File: src/rtl/core/pidaw_pkg.sv
package pidaw_pkg;

   localparam int DW  = 32;   // item and register data
   localparam int AW  = 49;   // multiplier operand, signed
   localparam int MW  = 62;   // multiplier / divider result, signed, |x| <= 2^60
   localparam int UW  = 64;   // wide sums
   localparam int IW  = 48;   // integral
   localparam int RW  = 17;   // ramp factor, unsigned Q1.16
   localparam int CIW = 4;    // csr index width

   localparam logic [RW-1:0] RAMP_START = RW'(6554);
   localparam logic [RW-1:0] RAMP_ONE   = RW'(65536);

   typedef enum logic [1:0] {
      MODE_NONE     = 2'd0,
      MODE_CLAMP    = 2'd1,
      MODE_BACKCALC = 2'd2,
      MODE_COND     = 2'd3
   } mode_type;

   typedef enum logic [2:0] {
      CSR_GAIN_P  = 3'd0,
      CSR_GAIN_I  = 3'd1,
      CSR_GAIN_D  = 3'd2,
      CSR_OUT_MIN = 3'd3,
      CSR_OUT_MAX = 3'd4,
      CSR_MODE    = 3'd5,
      CSR_PARAM_A = 3'd6,
      CSR_PARAM_B = 3'd7
   } csr_idx_type;

   typedef struct packed {
      logic signed [DW-1:0] gain_p;
      logic signed [DW-1:0] gain_i;
      logic signed [DW-1:0] gain_d;
      logic signed [DW-1:0] out_min;
      logic signed [DW-1:0] out_max;
      mode_type             windup_mode;
      logic signed [DW-1:0] windup_param_a;
      logic signed [DW-1:0] windup_param_b;
   } cfg_type;

   typedef struct packed {
      logic signed [DW-1:0] measurement;
      logic signed [DW-1:0] setpoint;
      logic [DW-1:0]        time_step;
      logic                 restart;
   } req_type;

   typedef struct packed {
      logic signed [DW-1:0] drive;
      logic                 clipped;
   } rsp_type;

   typedef enum logic [3:0] {
      ST_IDLE,
      ST_BC,
      ST_EDT,
      ST_BCDT,
      ST_INTUPD,
      ST_INTCLMP,
      ST_DMUL,
      ST_DDIV,
      ST_PMUL,
      ST_IMUL,
      ST_CLIP,
      ST_RAMP,
      ST_DONE
   } state_type;

   function automatic logic signed [DW-1:0] sat32(input logic signed [UW-1:0] v);
      logic signed [UW-1:0] lo;
      logic signed [UW-1:0] hi;
      lo = -(UW'(signed'(65'sh1_0000_0000)) >>> 1);
      hi = UW'(signed'(65'sh7FFF_FFFF));
      if (v < lo) begin
         return {1'b1, {(DW-1){1'b0}}};
      end else if (v > hi) begin
         return {1'b0, {(DW-1){1'b1}}};
      end
      return v[DW-1:0];
   endfunction

   function automatic logic signed [IW-1:0] sat48(input logic signed [UW-1:0] v);
      logic signed [UW-1:0] lo;
      logic signed [UW-1:0] hi;
      hi = UW'(signed'({1'b0, {(IW-1){1'b1}}}));
      lo = -hi - UW'(1);
      if (v < lo) begin
         return {1'b1, {(IW-1){1'b0}}};
      end else if (v > hi) begin
         return {1'b0, {(IW-1){1'b1}}};
      end
      return v[IW-1:0];
   endfunction

endpackage

File: src/rtl/core/pidaw_mul.sv
// (a*b)>>16 toward zero, |a| cap 2^48, |b| cap 2^32, result cap 2^60.
// 16-bit slices of |a| against |b|, one slice per cycle, then a finish step.
module pidaw_mul (
   input  logic                            clock,
   input  logic                            reset,
   input  logic                            start,
   input  logic signed [pidaw_pkg::AW-1:0] op_a,
   input  logic signed [pidaw_pkg::AW-1:0] op_b,
   output logic                            done,
   output logic signed [pidaw_pkg::MW-1:0] product
);
   localparam int UAW = 48;
   localparam int UBW = 33;
   localparam int ACW = UAW + UBW;
   localparam int CH  = 16;
   localparam int MGW = ACW - CH;
   localparam logic [MGW-1:0] CAP = MGW'(1) << 60;

   logic [pidaw_pkg::AW-1:0] mag_a, mag_b;
   logic [UAW-1:0]           ua_start;
   logic [UBW-1:0]           ub_start;
   logic [UAW-1:0]           ua_ff, ua_in;
   logic [UBW-1:0]           ub_ff;
   logic [UBW+CH-1:0]        slice_prod;
   logic [ACW-1:0]           acc_ff, acc_in;
   logic [1:0]               cnt_ff;
   logic                     neg_ff, busy_ff, done_ff;
   logic [MGW-1:0]           mag_res, mag_cap;
   logic signed [pidaw_pkg::MW-1:0] product_ff, product_in;

   always_comb begin
      mag_a    = op_a[pidaw_pkg::AW-1] ? pidaw_pkg::AW'(-op_a) : pidaw_pkg::AW'(op_a);
      mag_b    = op_b[pidaw_pkg::AW-1] ? pidaw_pkg::AW'(-op_b) : pidaw_pkg::AW'(op_b);
      // |a| = 2^48 clamps its upper part to all ones
      ua_start = mag_a[UAW] ? {{(UAW-CH){1'b1}}, {CH{1'b0}}} : mag_a[UAW-1:0];
      ub_start = (mag_b > pidaw_pkg::AW'(33'h1_0000_0000)) ? UBW'(33'h1_0000_0000)
                                                            : mag_b[UBW-1:0];
      slice_prod = ua_ff[UAW-1 -: CH] * ub_ff;
      acc_in   = {acc_ff[ACW-CH-1:0], {CH{1'b0}}} + ACW'(slice_prod);
      ua_in    = {ua_ff[UAW-CH-1:0], {CH{1'b0}}};
      mag_res  = acc_ff[ACW-1:CH];
      mag_cap  = (mag_res > CAP) ? CAP : mag_res;
      product_in = neg_ff ? -pidaw_pkg::MW'(mag_cap) : pidaw_pkg::MW'(mag_cap);
   end

   always_ff @(posedge clock) begin
      if (reset) begin
         busy_ff <= 1'b0;
         done_ff <= 1'b0;
      end else begin
         done_ff <= busy_ff && (cnt_ff == 2'd3);
         if (start) begin
            busy_ff <= 1'b1;
         end else if (busy_ff && (cnt_ff == 2'd3)) begin
            busy_ff <= 1'b0;
         end
      end
   end

   always_ff @(posedge clock) begin
      if (start) begin
         ua_ff  <= ua_start;
         ub_ff  <= ub_start;
         acc_ff <= '0;
         cnt_ff <= 2'd0;
         neg_ff <= op_a[pidaw_pkg::AW-1] ^ op_b[pidaw_pkg::AW-1];
      end else if (busy_ff) begin
         cnt_ff <= cnt_ff + 2'd1;
         if (cnt_ff != 2'd3) begin
            acc_ff <= acc_in;
            ua_ff  <= ua_in;
         end else begin
            product_ff <= product_in;
         end
      end
   end

   assign done    = done_ff;
   assign product = product_ff;
endmodule

File: src/rtl/core/pidaw_div.sv
// (x<<16)/d toward zero, |x| cap 2^47, result cap 2^60.
// Restoring division, one quotient bit per cycle, 64 steps and a finish step.
module pidaw_div (
   input  logic                            clock,
   input  logic                            reset,
   input  logic                            start,
   input  logic signed [pidaw_pkg::MW-1:0] dividend,
   input  logic [pidaw_pkg::DW-1:0]        divisor,
   output logic                            done,
   output logic signed [pidaw_pkg::MW-1:0] quotient
);
   localparam int QW = 64;
   localparam int XW = 48;
   localparam logic [QW-1:0] CAP = QW'(1) << 60;
   localparam logic [pidaw_pkg::MW-1:0] XCAP = pidaw_pkg::MW'(1) << 47;

   logic [pidaw_pkg::MW-1:0] mag_x;
   logic [XW-1:0]            ux;
   logic [QW-1:0]            quo_ff, quo_in;
   logic [pidaw_pkg::DW-1:0] rem_ff, rem_in, d_ff;
   logic [pidaw_pkg::DW:0]   rem_sh;
   logic                     ge;
   logic [6:0]               cnt_ff;
   logic                     neg_ff, busy_ff, done_ff;
   logic [QW-1:0]            q_cap;
   logic signed [pidaw_pkg::MW-1:0] quotient_ff, quotient_in;

   always_comb begin
      mag_x  = dividend[pidaw_pkg::MW-1] ? pidaw_pkg::MW'(-dividend)
                                         : pidaw_pkg::MW'(dividend);
      ux     = (mag_x > XCAP) ? XW'(XCAP) : mag_x[XW-1:0];
      rem_sh = {rem_ff, quo_ff[QW-1]};
      ge     = rem_sh >= {1'b0, d_ff};
      rem_in = ge ? pidaw_pkg::DW'(rem_sh - {1'b0, d_ff}) : rem_sh[pidaw_pkg::DW-1:0];
      quo_in = {quo_ff[QW-2:0], ge};
      q_cap  = (quo_ff > CAP) ? CAP : quo_ff;
      quotient_in = neg_ff ? -pidaw_pkg::MW'(q_cap) : pidaw_pkg::MW'(q_cap);
   end

   always_ff @(posedge clock) begin
      if (reset) begin
         busy_ff <= 1'b0;
         done_ff <= 1'b0;
      end else begin
         done_ff <= busy_ff && cnt_ff[6];
         if (start) begin
            busy_ff <= 1'b1;
         end else if (busy_ff && cnt_ff[6]) begin
            busy_ff <= 1'b0;
         end
      end
   end

   always_ff @(posedge clock) begin
      if (start) begin
         quo_ff <= {ux, 16'd0};
         rem_ff <= '0;
         d_ff   <= divisor;
         cnt_ff <= '0;
         neg_ff <= dividend[pidaw_pkg::MW-1];
      end else if (busy_ff) begin
         if (!cnt_ff[6]) begin
            quo_ff <= quo_in;
            rem_ff <= rem_in;
            cnt_ff <= cnt_ff + 7'd1;
         end else begin
            quotient_ff <= quotient_in;
         end
      end
   end

   assign done     = done_ff;
   assign quotient = quotient_ff;
endmodule

File: src/rtl/core/pidaw_core.sv
// Sequencer and controller state around the shared multiplier and the divider.
module pidaw_core (
   input  logic               clock,
   input  logic               reset,
   input  pidaw_pkg::cfg_type cfg,
   input  pidaw_pkg::req_type item,
   input  logic               start,
   output logic               busy,
   output logic               res_valid,
   output pidaw_pkg::rsp_type res,
   input  logic               res_take
);
   localparam int DW = pidaw_pkg::DW;
   localparam int AW = pidaw_pkg::AW;
   localparam int UW = pidaw_pkg::UW;
   localparam int IW = pidaw_pkg::IW;
   localparam int RW = pidaw_pkg::RW;

   pidaw_pkg::state_type state_ff, state_in;

   logic signed [DW-1:0] e_ff, bc_ff, perr_ff, pdrive_ff, resid_ff, sat_ff, drive_ff;
   logic [DW-1:0]        dt_ff;
   logic signed [IW-1:0] integ_ff;
   logic [RW-1:0]        ramp_ff;
   logic signed [UW-1:0] acc_ff, u_ff;
   logic signed [pidaw_pkg::MW-1:0] tmp_ff;
   logic                 gate_ff, clipped_ff, issued_ff;

   logic                 need_mul, mul_start, mul_done, div_start, div_done;
   logic signed [AW-1:0] op_a, op_b;
   logic signed [pidaw_pkg::MW-1:0] product, quotient;
   logic signed [DW:0]   diff;
   logic signed [DW-1:0] e_new;
   logic signed [UW-1:0] integ_sum, u_lo, u_clip;
   logic signed [IW-1:0] integ_lim;
   logic [RW:0]          ramp_dbl;
   logic                 is_bc;

   assign is_bc = (cfg.windup_mode == pidaw_pkg::MODE_BACKCALC);

   pidaw_mul u_mul (
      .clock   (clock),
      .reset   (reset),
      .start   (mul_start),
      .op_a    (op_a),
      .op_b    (op_b),
      .done    (mul_done),
      .product (product)
   );

   pidaw_div u_div (
      .clock    (clock),
      .reset    (reset),
      .start    (div_start),
      .dividend (tmp_ff),
      .divisor  (dt_ff),
      .done     (div_done),
      .quotient (quotient)
   );

   // next state
   always_comb begin
      state_in = state_ff;
      unique case (state_ff)
         pidaw_pkg::ST_IDLE:    if (start) state_in = pidaw_pkg::ST_BC;
         pidaw_pkg::ST_BC:      if (!is_bc || mul_done) state_in = pidaw_pkg::ST_EDT;
         pidaw_pkg::ST_EDT: begin
            if (mul_done) state_in = is_bc ? pidaw_pkg::ST_BCDT : pidaw_pkg::ST_INTUPD;
         end
         pidaw_pkg::ST_BCDT:    if (mul_done) state_in = pidaw_pkg::ST_INTUPD;
         pidaw_pkg::ST_INTUPD:  state_in = pidaw_pkg::ST_INTCLMP;
         pidaw_pkg::ST_INTCLMP: begin
            state_in = (dt_ff != '0) ? pidaw_pkg::ST_DMUL : pidaw_pkg::ST_PMUL;
         end
         pidaw_pkg::ST_DMUL:    if (mul_done) state_in = pidaw_pkg::ST_DDIV;
         pidaw_pkg::ST_DDIV:    if (div_done) state_in = pidaw_pkg::ST_PMUL;
         pidaw_pkg::ST_PMUL:    if (mul_done) state_in = pidaw_pkg::ST_IMUL;
         pidaw_pkg::ST_IMUL:    if (mul_done) state_in = pidaw_pkg::ST_CLIP;
         pidaw_pkg::ST_CLIP:    state_in = pidaw_pkg::ST_RAMP;
         pidaw_pkg::ST_RAMP:    if (mul_done) state_in = pidaw_pkg::ST_DONE;
         pidaw_pkg::ST_DONE:    if (res_take) state_in = pidaw_pkg::ST_IDLE;
         default:               state_in = pidaw_pkg::ST_IDLE;
      endcase
   end

   // unit launch and operand select
   always_comb begin
      need_mul = 1'b0;
      op_a     = '0;
      op_b     = '0;
      unique case (state_ff)
         pidaw_pkg::ST_BC: begin
            need_mul = is_bc;
            op_a = AW'(cfg.windup_param_a);
            op_b = AW'(resid_ff);
         end
         pidaw_pkg::ST_EDT: begin
            need_mul = 1'b1;
            op_a = AW'(e_ff);
            op_b = AW'(signed'({1'b0, dt_ff}));
         end
         pidaw_pkg::ST_BCDT: begin
            need_mul = 1'b1;
            op_a = AW'(bc_ff);
            op_b = AW'(signed'({1'b0, dt_ff}));
         end
         pidaw_pkg::ST_DMUL: begin
            need_mul = 1'b1;
            op_a = AW'(cfg.gain_d);
            op_b = AW'(e_ff) - AW'(perr_ff);
         end
         pidaw_pkg::ST_PMUL: begin
            need_mul = 1'b1;
            op_a = AW'(cfg.gain_p);
            op_b = AW'(e_ff);
         end
         pidaw_pkg::ST_IMUL: begin
            need_mul = 1'b1;
            op_a = AW'(cfg.gain_i);
            op_b = AW'(integ_ff);
         end
         pidaw_pkg::ST_RAMP: begin
            need_mul = 1'b1;
            op_a = AW'(sat_ff);
            op_b = AW'(signed'({1'b0, ramp_ff}));
         end
         default: need_mul = 1'b0;
      endcase
      mul_start = need_mul && !issued_ff;
      div_start = (state_ff == pidaw_pkg::ST_DDIV) && !issued_ff;
      busy      = (state_ff != pidaw_pkg::ST_IDLE);
      res_valid = (state_ff == pidaw_pkg::ST_DONE);
   end

   // datapath arithmetic
   always_comb begin
      diff      = (DW+1)'(item.setpoint) - (DW+1)'(item.measurement);
      e_new     = pidaw_pkg::sat32(UW'(diff));
      integ_sum = UW'(integ_ff) + acc_ff;
      integ_lim = integ_ff;
      if (integ_lim < IW'(cfg.windup_param_a)) integ_lim = IW'(cfg.windup_param_a);
      if (integ_lim > IW'(cfg.windup_param_b)) integ_lim = IW'(cfg.windup_param_b);
      u_lo      = (u_ff < UW'(cfg.out_min)) ? UW'(cfg.out_min) : u_ff;
      u_clip    = (u_lo > UW'(cfg.out_max)) ? UW'(cfg.out_max) : u_lo;
      ramp_dbl  = {ramp_ff, 1'b0};
   end

   always_ff @(posedge clock) begin
      if (reset) begin
         state_ff  <= pidaw_pkg::ST_IDLE;
         issued_ff <= 1'b0;
         integ_ff  <= '0;
         perr_ff   <= '0;
         pdrive_ff <= '0;
         resid_ff  <= '0;
         ramp_ff   <= pidaw_pkg::RAMP_START;
      end else begin
         state_ff <= state_in;
         if (mul_start || div_start) begin
            issued_ff <= 1'b1;
         end else if (mul_done || div_done) begin
            issued_ff <= 1'b0;
         end
         unique case (state_ff)
            pidaw_pkg::ST_IDLE: begin
               if (start && item.restart) begin
                  integ_ff  <= '0;
                  perr_ff   <= '0;
                  pdrive_ff <= '0;
                  ramp_ff   <= pidaw_pkg::RAMP_START;
               end
            end
            pidaw_pkg::ST_INTUPD: begin
               if (gate_ff) integ_ff <= pidaw_pkg::sat48(integ_sum);
            end
            pidaw_pkg::ST_INTCLMP: begin
               if (cfg.windup_mode == pidaw_pkg::MODE_CLAMP) integ_ff <= integ_lim;
            end
            pidaw_pkg::ST_IMUL: begin
               if (mul_done) perr_ff <= e_ff;
            end
            pidaw_pkg::ST_RAMP: begin
               if (mul_done) begin
                  pdrive_ff <= pidaw_pkg::sat32(UW'(product));
                  ramp_ff   <= (ramp_dbl > (RW+1)'(pidaw_pkg::RAMP_ONE))
                               ? pidaw_pkg::RAMP_ONE : ramp_dbl[RW-1:0];
                  if (is_bc) resid_ff <= pidaw_pkg::sat32(UW'(sat_ff) - u_ff);
               end
            end
            default: ;
         endcase
      end
   end

   // working registers, no reset needed
   always_ff @(posedge clock) begin
      case (state_ff)
         pidaw_pkg::ST_IDLE: begin
            e_ff  <= e_new;
            dt_ff <= item.time_step;
         end
         pidaw_pkg::ST_BC: begin
            bc_ff   <= (is_bc && mul_done) ? pidaw_pkg::sat32(UW'(product)) : '0;
            gate_ff <= !((cfg.windup_mode == pidaw_pkg::MODE_COND) &&
                         ((pdrive_ff == cfg.out_min) || (pdrive_ff == cfg.out_max)) &&
                         (e_ff[DW-1] == pdrive_ff[DW-1]));
         end
         pidaw_pkg::ST_EDT:    if (mul_done) acc_ff <= UW'(product);
         pidaw_pkg::ST_BCDT:   if (mul_done) acc_ff <= acc_ff + UW'(product);
         pidaw_pkg::ST_INTUPD: u_ff <= UW'(bc_ff);
         pidaw_pkg::ST_DMUL:   if (mul_done) tmp_ff <= product;
         pidaw_pkg::ST_DDIV:   if (div_done) u_ff <= u_ff + UW'(quotient);
         pidaw_pkg::ST_PMUL:   if (mul_done) u_ff <= u_ff + UW'(product);
         pidaw_pkg::ST_IMUL:   if (mul_done) u_ff <= u_ff + UW'(product);
         pidaw_pkg::ST_CLIP: begin
            sat_ff     <= u_clip[DW-1:0];
            clipped_ff <= (u_clip != u_ff);
         end
         pidaw_pkg::ST_RAMP:   if (mul_done) drive_ff <= pidaw_pkg::sat32(UW'(product));
         default: ;
      endcase
   end

   assign res.drive   = drive_ff;
   assign res.clipped = clipped_ff;
endmodule

File: config.mk
export PLATFORM = sky130hd
export DESIGN_NAME = pidaw_core
export DESIGN_NICKNAME = d
export VERILOG_FILES = /design/src/rtl/core/pidaw_pkg.sv /design/src/rtl/core/pidaw_mul.sv /design/src/rtl/core/pidaw_div.sv /design/src/rtl/core/pidaw_core.sv
export SDC_FILE = /design/constraint.sdc
export NUM_CORES = 2
export LEC_CHECK = 0
export BUFFER_PORTS_ARGS = -buffer_cell sky130_fd_sc_hd__buf_2
export CORE_ASPECT_RATIO = 0.9
export CORE_MARGIN = 10
export CORE_UTILIZATION = 25
export DETAILED_ROUTE_END_ITERATION = 8
export SYNTH_ARGS = -nofsm -noshare
export SYNTH_HDL_FRONTEND = slang
export SYNTH_SLANG_ARGS = --single-unit
File: constraint.sdc
create_clock -name clock -period 17.4 [get_ports clock]
set_input_delay 5.22 -clock clock [delete_from_list [all_inputs] [get_ports clock]]
set_output_delay 5.22 -clock clock [all_outputs]
set_load 0.02 [all_outputs]
# ---- Word-level counts from Yosys, hierarchy flattened
# Index checks and enable logic that the tools add are counted.
dict set report op_classes {
  shift 0
  n_lt_le_gt_ge 18
  bitwise 5
  mul 1
  eq_ne 36
  div_mod_pow 0
  reduce_logical 47
  add_sub_neg 16
  n_mux 95
}
# op n
set ops {}
lappend ops {{$mux W48} 13}
lappend ops {{$mux W64} 9}
lappend ops {{$mux W32} 15}
lappend ops {{$pmux W49 S7} 1}
lappend ops {{$mux W62} 5}
lappend ops {{$pmux W49 S6} 1}
lappend ops {{$add A64 B62 Y64} 3}
lappend ops {{$pmux W64 S3} 1}
lappend ops {{$neg A62 Y62} 3}
lappend ops {{$pmux W48 S3} 1}
lappend ops {{$pmux W32 S2} 2}
lappend ops {{$pmux W64 S2} 1}
lappend ops {{$mux W49} 2}
lappend ops {{$neg A49 Y49} 2}
lappend ops {{$add A81 B49 Y81} 1}
lappend ops {{$sub A32 B32 Y33} 2}
lappend ops {{$gt A65 B61 Y1 const B} 1}
lappend ops {{$add A48 B64 Y64} 1}
lappend ops {{$eq A32 B32 Y1} 2}
lappend ops {{$gt A64 B32 Y1} 1}
lappend ops {{$gt A64 B32 Y1 const B} 1}
lappend ops {{$gt A64 B48 Y1 const B} 1}
lappend ops {{$gt A64 B61 Y1 const B} 1}
lappend ops {{$lt A64 B32 Y1} 1}
lappend ops {{51 further kinds} 147}
dict set report word_totals {
  ff_bits 947
  rom_bits 0
  ram_bits 0
  inputBits 327
  memories 0
  out_inout_bits 35
  latchBits 0
  wordCells 253
}

# ---- Longest topological paths before layout
dict set report depth {
  word_depth 10
  ltp_mapped 36
  ltp_nobuf 30
}

# ---- Modules after synthesis
# A second synthesis with hierarchy kept.
dict set report hier_totals {
  hier_cells 11002
  area_unflattened_um2 93634.8
}
# module cells_per_inst n_inst seq_area_each_um2 area_each_um2
set by_module_without_submodules {}
lappend by_module_without_submodules {pidaw_core 5815 1 13873.3 48760.5}
lappend by_module_without_submodules {pidaw_mul 3631 1 6025.8 31478.9}
lappend by_module_without_submodules {pidaw_div 1556 1 5435.2 13395.3}

# ---- Worst setup path after synthesis
# No wires, ideal clock.
dict set report synth_timing {
  kind {in2reg}
  from {input cfg[129] (netlist bit)}
  to {register sat_ff[16] (data pin)}
  setup_slack_ns 5.111
  path_stages 34
  setup_time_ns 0.260
  path_buffers 6
  arrival_time_ns 12.029
  required_time_ns 17.140
  cell_sequence {clkbuf_1 > inv_1 > ha_1 > a21o_1 > a21o_1 > a21o_1 > a21oi_1 > nor2b_1 > o21ai_0 > nand2b_1 > a21oi_1 > nor4b_1 > a311o_1 > o21ai_1 > and2_1 > clkbuf_1 > clkbuf_1 > clkbuf_1 > o21ai_0 > ha_1 > nand4_1 > nor3_1 > and3_1 > inv_1 > nor3_1 > inv_1 > or3_1 > o22ai_1 > a31oi_1 > a21o_1 > nand3_1 > clkbuf_1 > clkbuf_1 > mux2_2}
}
dict set report synth_between {
  elab_chain_cells 4
}
# element line
set synth_lines {}
lappend synth_lines {{start: declaration} pidaw_core.sv:5} ;# input pidaw_pkg::cfg_type cfg,
lappend synth_lines {{$lt A64 B32 Y1} pidaw_core.sv:143} ;# u_lo = (u_ff < UW'(cfg.out_min)) ? UW'(cfg.out_min) : u_ff;
lappend synth_lines {{$mux W64 *} pidaw_core.sv:143}
lappend synth_lines {{$gt A64 B32 Y1} pidaw_core.sv:144} ;# u_clip = (u_lo > UW'(cfg.out_max)) ? UW'(cfg.out_max) : u_lo;
lappend synth_lines {{$mux W64 *} pidaw_core.sv:144}
lappend synth_lines {{net u_clip[16]} pidaw_core.sv:34} ;# logic signed [UW-1:0] integ_sum, u_lo, u_clip;
lappend synth_lines {{end signal: assignment} pidaw_core.sv:216} ;# sat_ff <= u_clip[DW-1:0];
lappend synth_lines {{end: declaration} pidaw_core.sv:21} ;# logic signed [DW-1:0] e_ff, bc_ff, perr_ff, pdrive_ff, resid_ff, sat_ff, drive_ff;
# Mark *: on every way through the listed nets, which the timed path passes. The rest lies on a longest branch.
# A chain may end at the register's enable or synchronous reset.

# ---- Final worst setup path
dict set report layout_timing {
  from {input cfg[99] (netlist bit)}
  to {register clipped_ff (data pin)}
}
dict set report layout_between {
  elab_chain_cells 5
}
# element line
set layout_lines {}
lappend layout_lines {{$lt A64 B32 Y1} pidaw_core.sv:143}
lappend layout_lines {{$mux W64 *} pidaw_core.sv:143}
lappend layout_lines {{$gt A64 B32 Y1} pidaw_core.sv:144}
lappend layout_lines {{$mux W64 *} pidaw_core.sv:144}
lappend layout_lines {{$ne A64 B64 Y1 *} pidaw_core.sv:217} ;# clipped_ff <= (u_clip != u_ff);
lappend layout_lines {{end signal: assignment} pidaw_core.sv:217}
lappend layout_lines {{end: declaration} pidaw_core.sv:27} ;# logic gate_ff, clipped_ff, issued_ff;
# Every way passes the cells marked *; elsewhere a longest branch is shown, timed or not.

==> metrics.cfg <==
[status]
status = completed

[critical_path]
rr_worst_depth = 23
worst-path-max-fanout = 49
critical_path.max_stage_delay_ns = 0.85
slowest_stage = nand3_2
startpoint_type = input pin
r2r_slack_ns = 8.11
reg2reg_to = u_mul.acc_ff[71]
critPathKind = input pin to register
crit_top_cell = a21o_1
cp-end-kind = register
required_ns = 18.15
r2r-start = u_mul.ub_ff[21]
cp.arrival_ns = 13.78

[yosys]
async_flop_share = 0
synth_top_family_by_area = compound AO/OA/AOI/OAI gates
avgSynthCellArea_um2 = 8.536
synthCells = 10690
syn_nets = 12200
yosysWarningCount = 0
synth_compound_area_frac = 0.2037
yosysUniqueCellTypes = 97
yosysSeqAreaShare = 0.2778
synth-xor-area-share = 0.06098
yosys.area_share.simple = 0.1790
syn_area_um2 = 91200
ys_ff_latch = 946
dominantRegCellSynth = edfxtp_1
synth_adder_area_share = 0.2024
muxShareOfSynthArea = 0.01475
synth_edf_count = 639

[cts]
clockBufferDepth = 4
cts_setup_buffers = 0
cts_tree = done
cts_sinks = 946
root_buffer = clkbuf_16
cts.repair.resized = 0
numCtsBuffers = 122
cts_max_level = 3
cts.clk_slew.worst_paths_ns = 0.07
hold_buffers = 0
clock_latency_ns = 0.93

[layout]
area_delta_synth_final_pct = 12.84
seqCellArea_um2 = 25340
final_cell_mix = nand2_1 (1358), inv_1 (916), ha_1 (714)
final_common_cell = nand2_1
drive_gt1_frac = 0.08825
fill_cells = 38830
fin_nets = 12310
multi_input_area_um2 = 60540

[floorplanning]
initial_utilization = 0.2510
die_w_um = 656.7
die-area_um2 = 389400
io-pin-count = 362
die_h_um = 593.0
fp.coreArea_um2 = 363400
num_rows = 210

[place]
gp_congestion = 1.058
io_buffer_count = 361
dpl.hpwl_um = 312000

[worst_hold_path]
hold_depth = 2
min_from = u_mul.acc_ff[9]
hold_path_end = u_mul.acc_ff[9]
hold_class = register to register

[timing]
clock_skew_ns = 0.1395
final_hold_viol_count = 0
rsz0062_at_grt = no
fin_crit_sh = 0.7487
final.setup.tns_ns = 0
tightest_slew_ns = 1.369
setup_viol = 0
min_period_ns = 13.03
slew_headroom = 0.08767
fmax_mhz = 76.76
drv_slew = 0

[detailed_routing]
dr.pass1.iters = 7
initialDrtViolationCount = 9678
vias = 84870
avgViaCountPerCell = 5.373
wl_per_cell_um = 25.30
drcViolationCount = 0
wl_um = 399700
ant_nets = 0

[job]
cap_violations = 0

[global_routing]
grt_pass1_wl_um = 568400
grt_pass1_vias = 79710
grt_overflow = 0
grt_use_total = 0.1953
grt_start_max_net_pins = 99
antenna_found_initial = 82

-- cell families (layout without fill, tap and decap cells) --
logic type,Yosys count,after routing
AOI/OAI and AO/OA,2866,2866
and+or+nand+nor,3436,3436
other,0,18
muxes,129,129
buffers and inverters,1479,1695
DFF,946,946
adders and majority gates,1194,1194
xor gates and xnor gates,635,635
-- critical path: cells and delay by family --
family                     cells  cell delay (ns)
AOI/OAI and AO/OA             16             3.60
and+or+nand+nor                8             2.95
buffers and inverters          6             1.26
adders and majority gates      2             0.67
-- final cells by class --
type / instances / share of cell area
Multi-Input combinational cell: 8260 / 0.5882
Sequential cell: 946 / 0.2462
Tap cell: 4876 / 0.05928
Inverter: 919 / 0.03353
Clock buffer: 156 / 0.03280
Timing Repair Buffer: 552 / 0.03155
Clock inverter: 68 / 0.007987
Antenna cell: 18 / 0.0004377
-- layer usage --
metal  share of wire  wire length [um]  track usage  up-vias
met1            0.41            165500       0.2586    41560
li1                -                 -            -    38320
met4           0.056             22380      0.09204       40
met5         0.00059               234            0        -
met2            0.43            170400       0.2986     4051
met3            0.10             41130      0.04821      897
-- how the worst max path moves through the flow --
stage / cells past startpoint / end / slack [ns] / startpoint
final: 32 / clipped_ff / 4.37 / cfg[99]
after CTS: 32 / clipped_ff / 4.56 / cfg[99]
after floorplan: 34 / sat_ff[16] / 5.11 / cfg[129]
after global routing: 33 / clipped_ff / 3.85 / cfg[129]
after global placement: 34 / clipped_ff / 3.43 / cfg[129]
after detailed placement: 32 / clipped_ff / 3.65 / cfg[99]
-- per-stage QoR --
stage | hold slack [ns] | cell area [um2] | utilization | setup slack [ns] | std cells
final | 0.4494 | 102900 | 0.2832 | 4.373 | 15800
after CTS | 0.4535 | 102900 | 0.2831 | 4.556 | 15780
after detailed placement | 0.4462 | 98680 | 0.2715 | 3.652 | 15550
after global placement | 0.4402 | 98680 | 0.2715 | 3.428 | 15550
after floorplan | 0.4319 | 91210 | - | 5.111 | 10690
after global routing | 0.4691 | 102900 | 0.2831 | 3.849 | 15780
-- registers in the layout, indices dropped and copies added (netlist names), 7 cells and up --
| register | count |
|---|---|
| u_mul.ua_ff | 48 |
| u_div.d_ff | 32 |
| integ_ff | 48 |
| u_div.quo_ff | 64 |
| pdrive_ff | 32 |
| acc_ff | 64 |
| resid_ff | 32 |
| u_ff | 64 |
| u_mul.product | 62 |
| u_div.cnt_ff | 7 |
| ramp_ff | 16 |
| e_ff | 32 |
| perr_ff | 32 |
| u_mul.ub_ff | 33 |
| dt_ff | 32 |
| tmp_ff | 62 |
| u_div.quotient | 62 |
| sat_ff | 32 |
| u_div.rem_ff | 32 |
| u_mul.acc_ff | 81 |
| bc_ff | 32 |
| drive_ff | 32 |
-- synth_stat cells, drive strengths merged, types with 205 or more instances --
cell type / instances / share of area
edfxtp: 639 / 0.21
nor2: 651 / 0.027
ha: 714 / 0.098
xnor2: 280 / 0.027
o21ai: 691 / 0.040
a211oi: 205 / 0.017
nand2: 1363 / 0.056
xor2: 355 / 0.034
dfxtp: 307 / 0.067
clkbuf: 521 / 0.021
a21oi: 713 / 0.039
a21o: 301 / 0.025
and2: 221 / 0.015
inv: 919 / 0.038
fa: 472 / 0.10
Power is not shown: default switching activity piles up to over one toggle a cycle in this logic, so the estimate is an artifact.
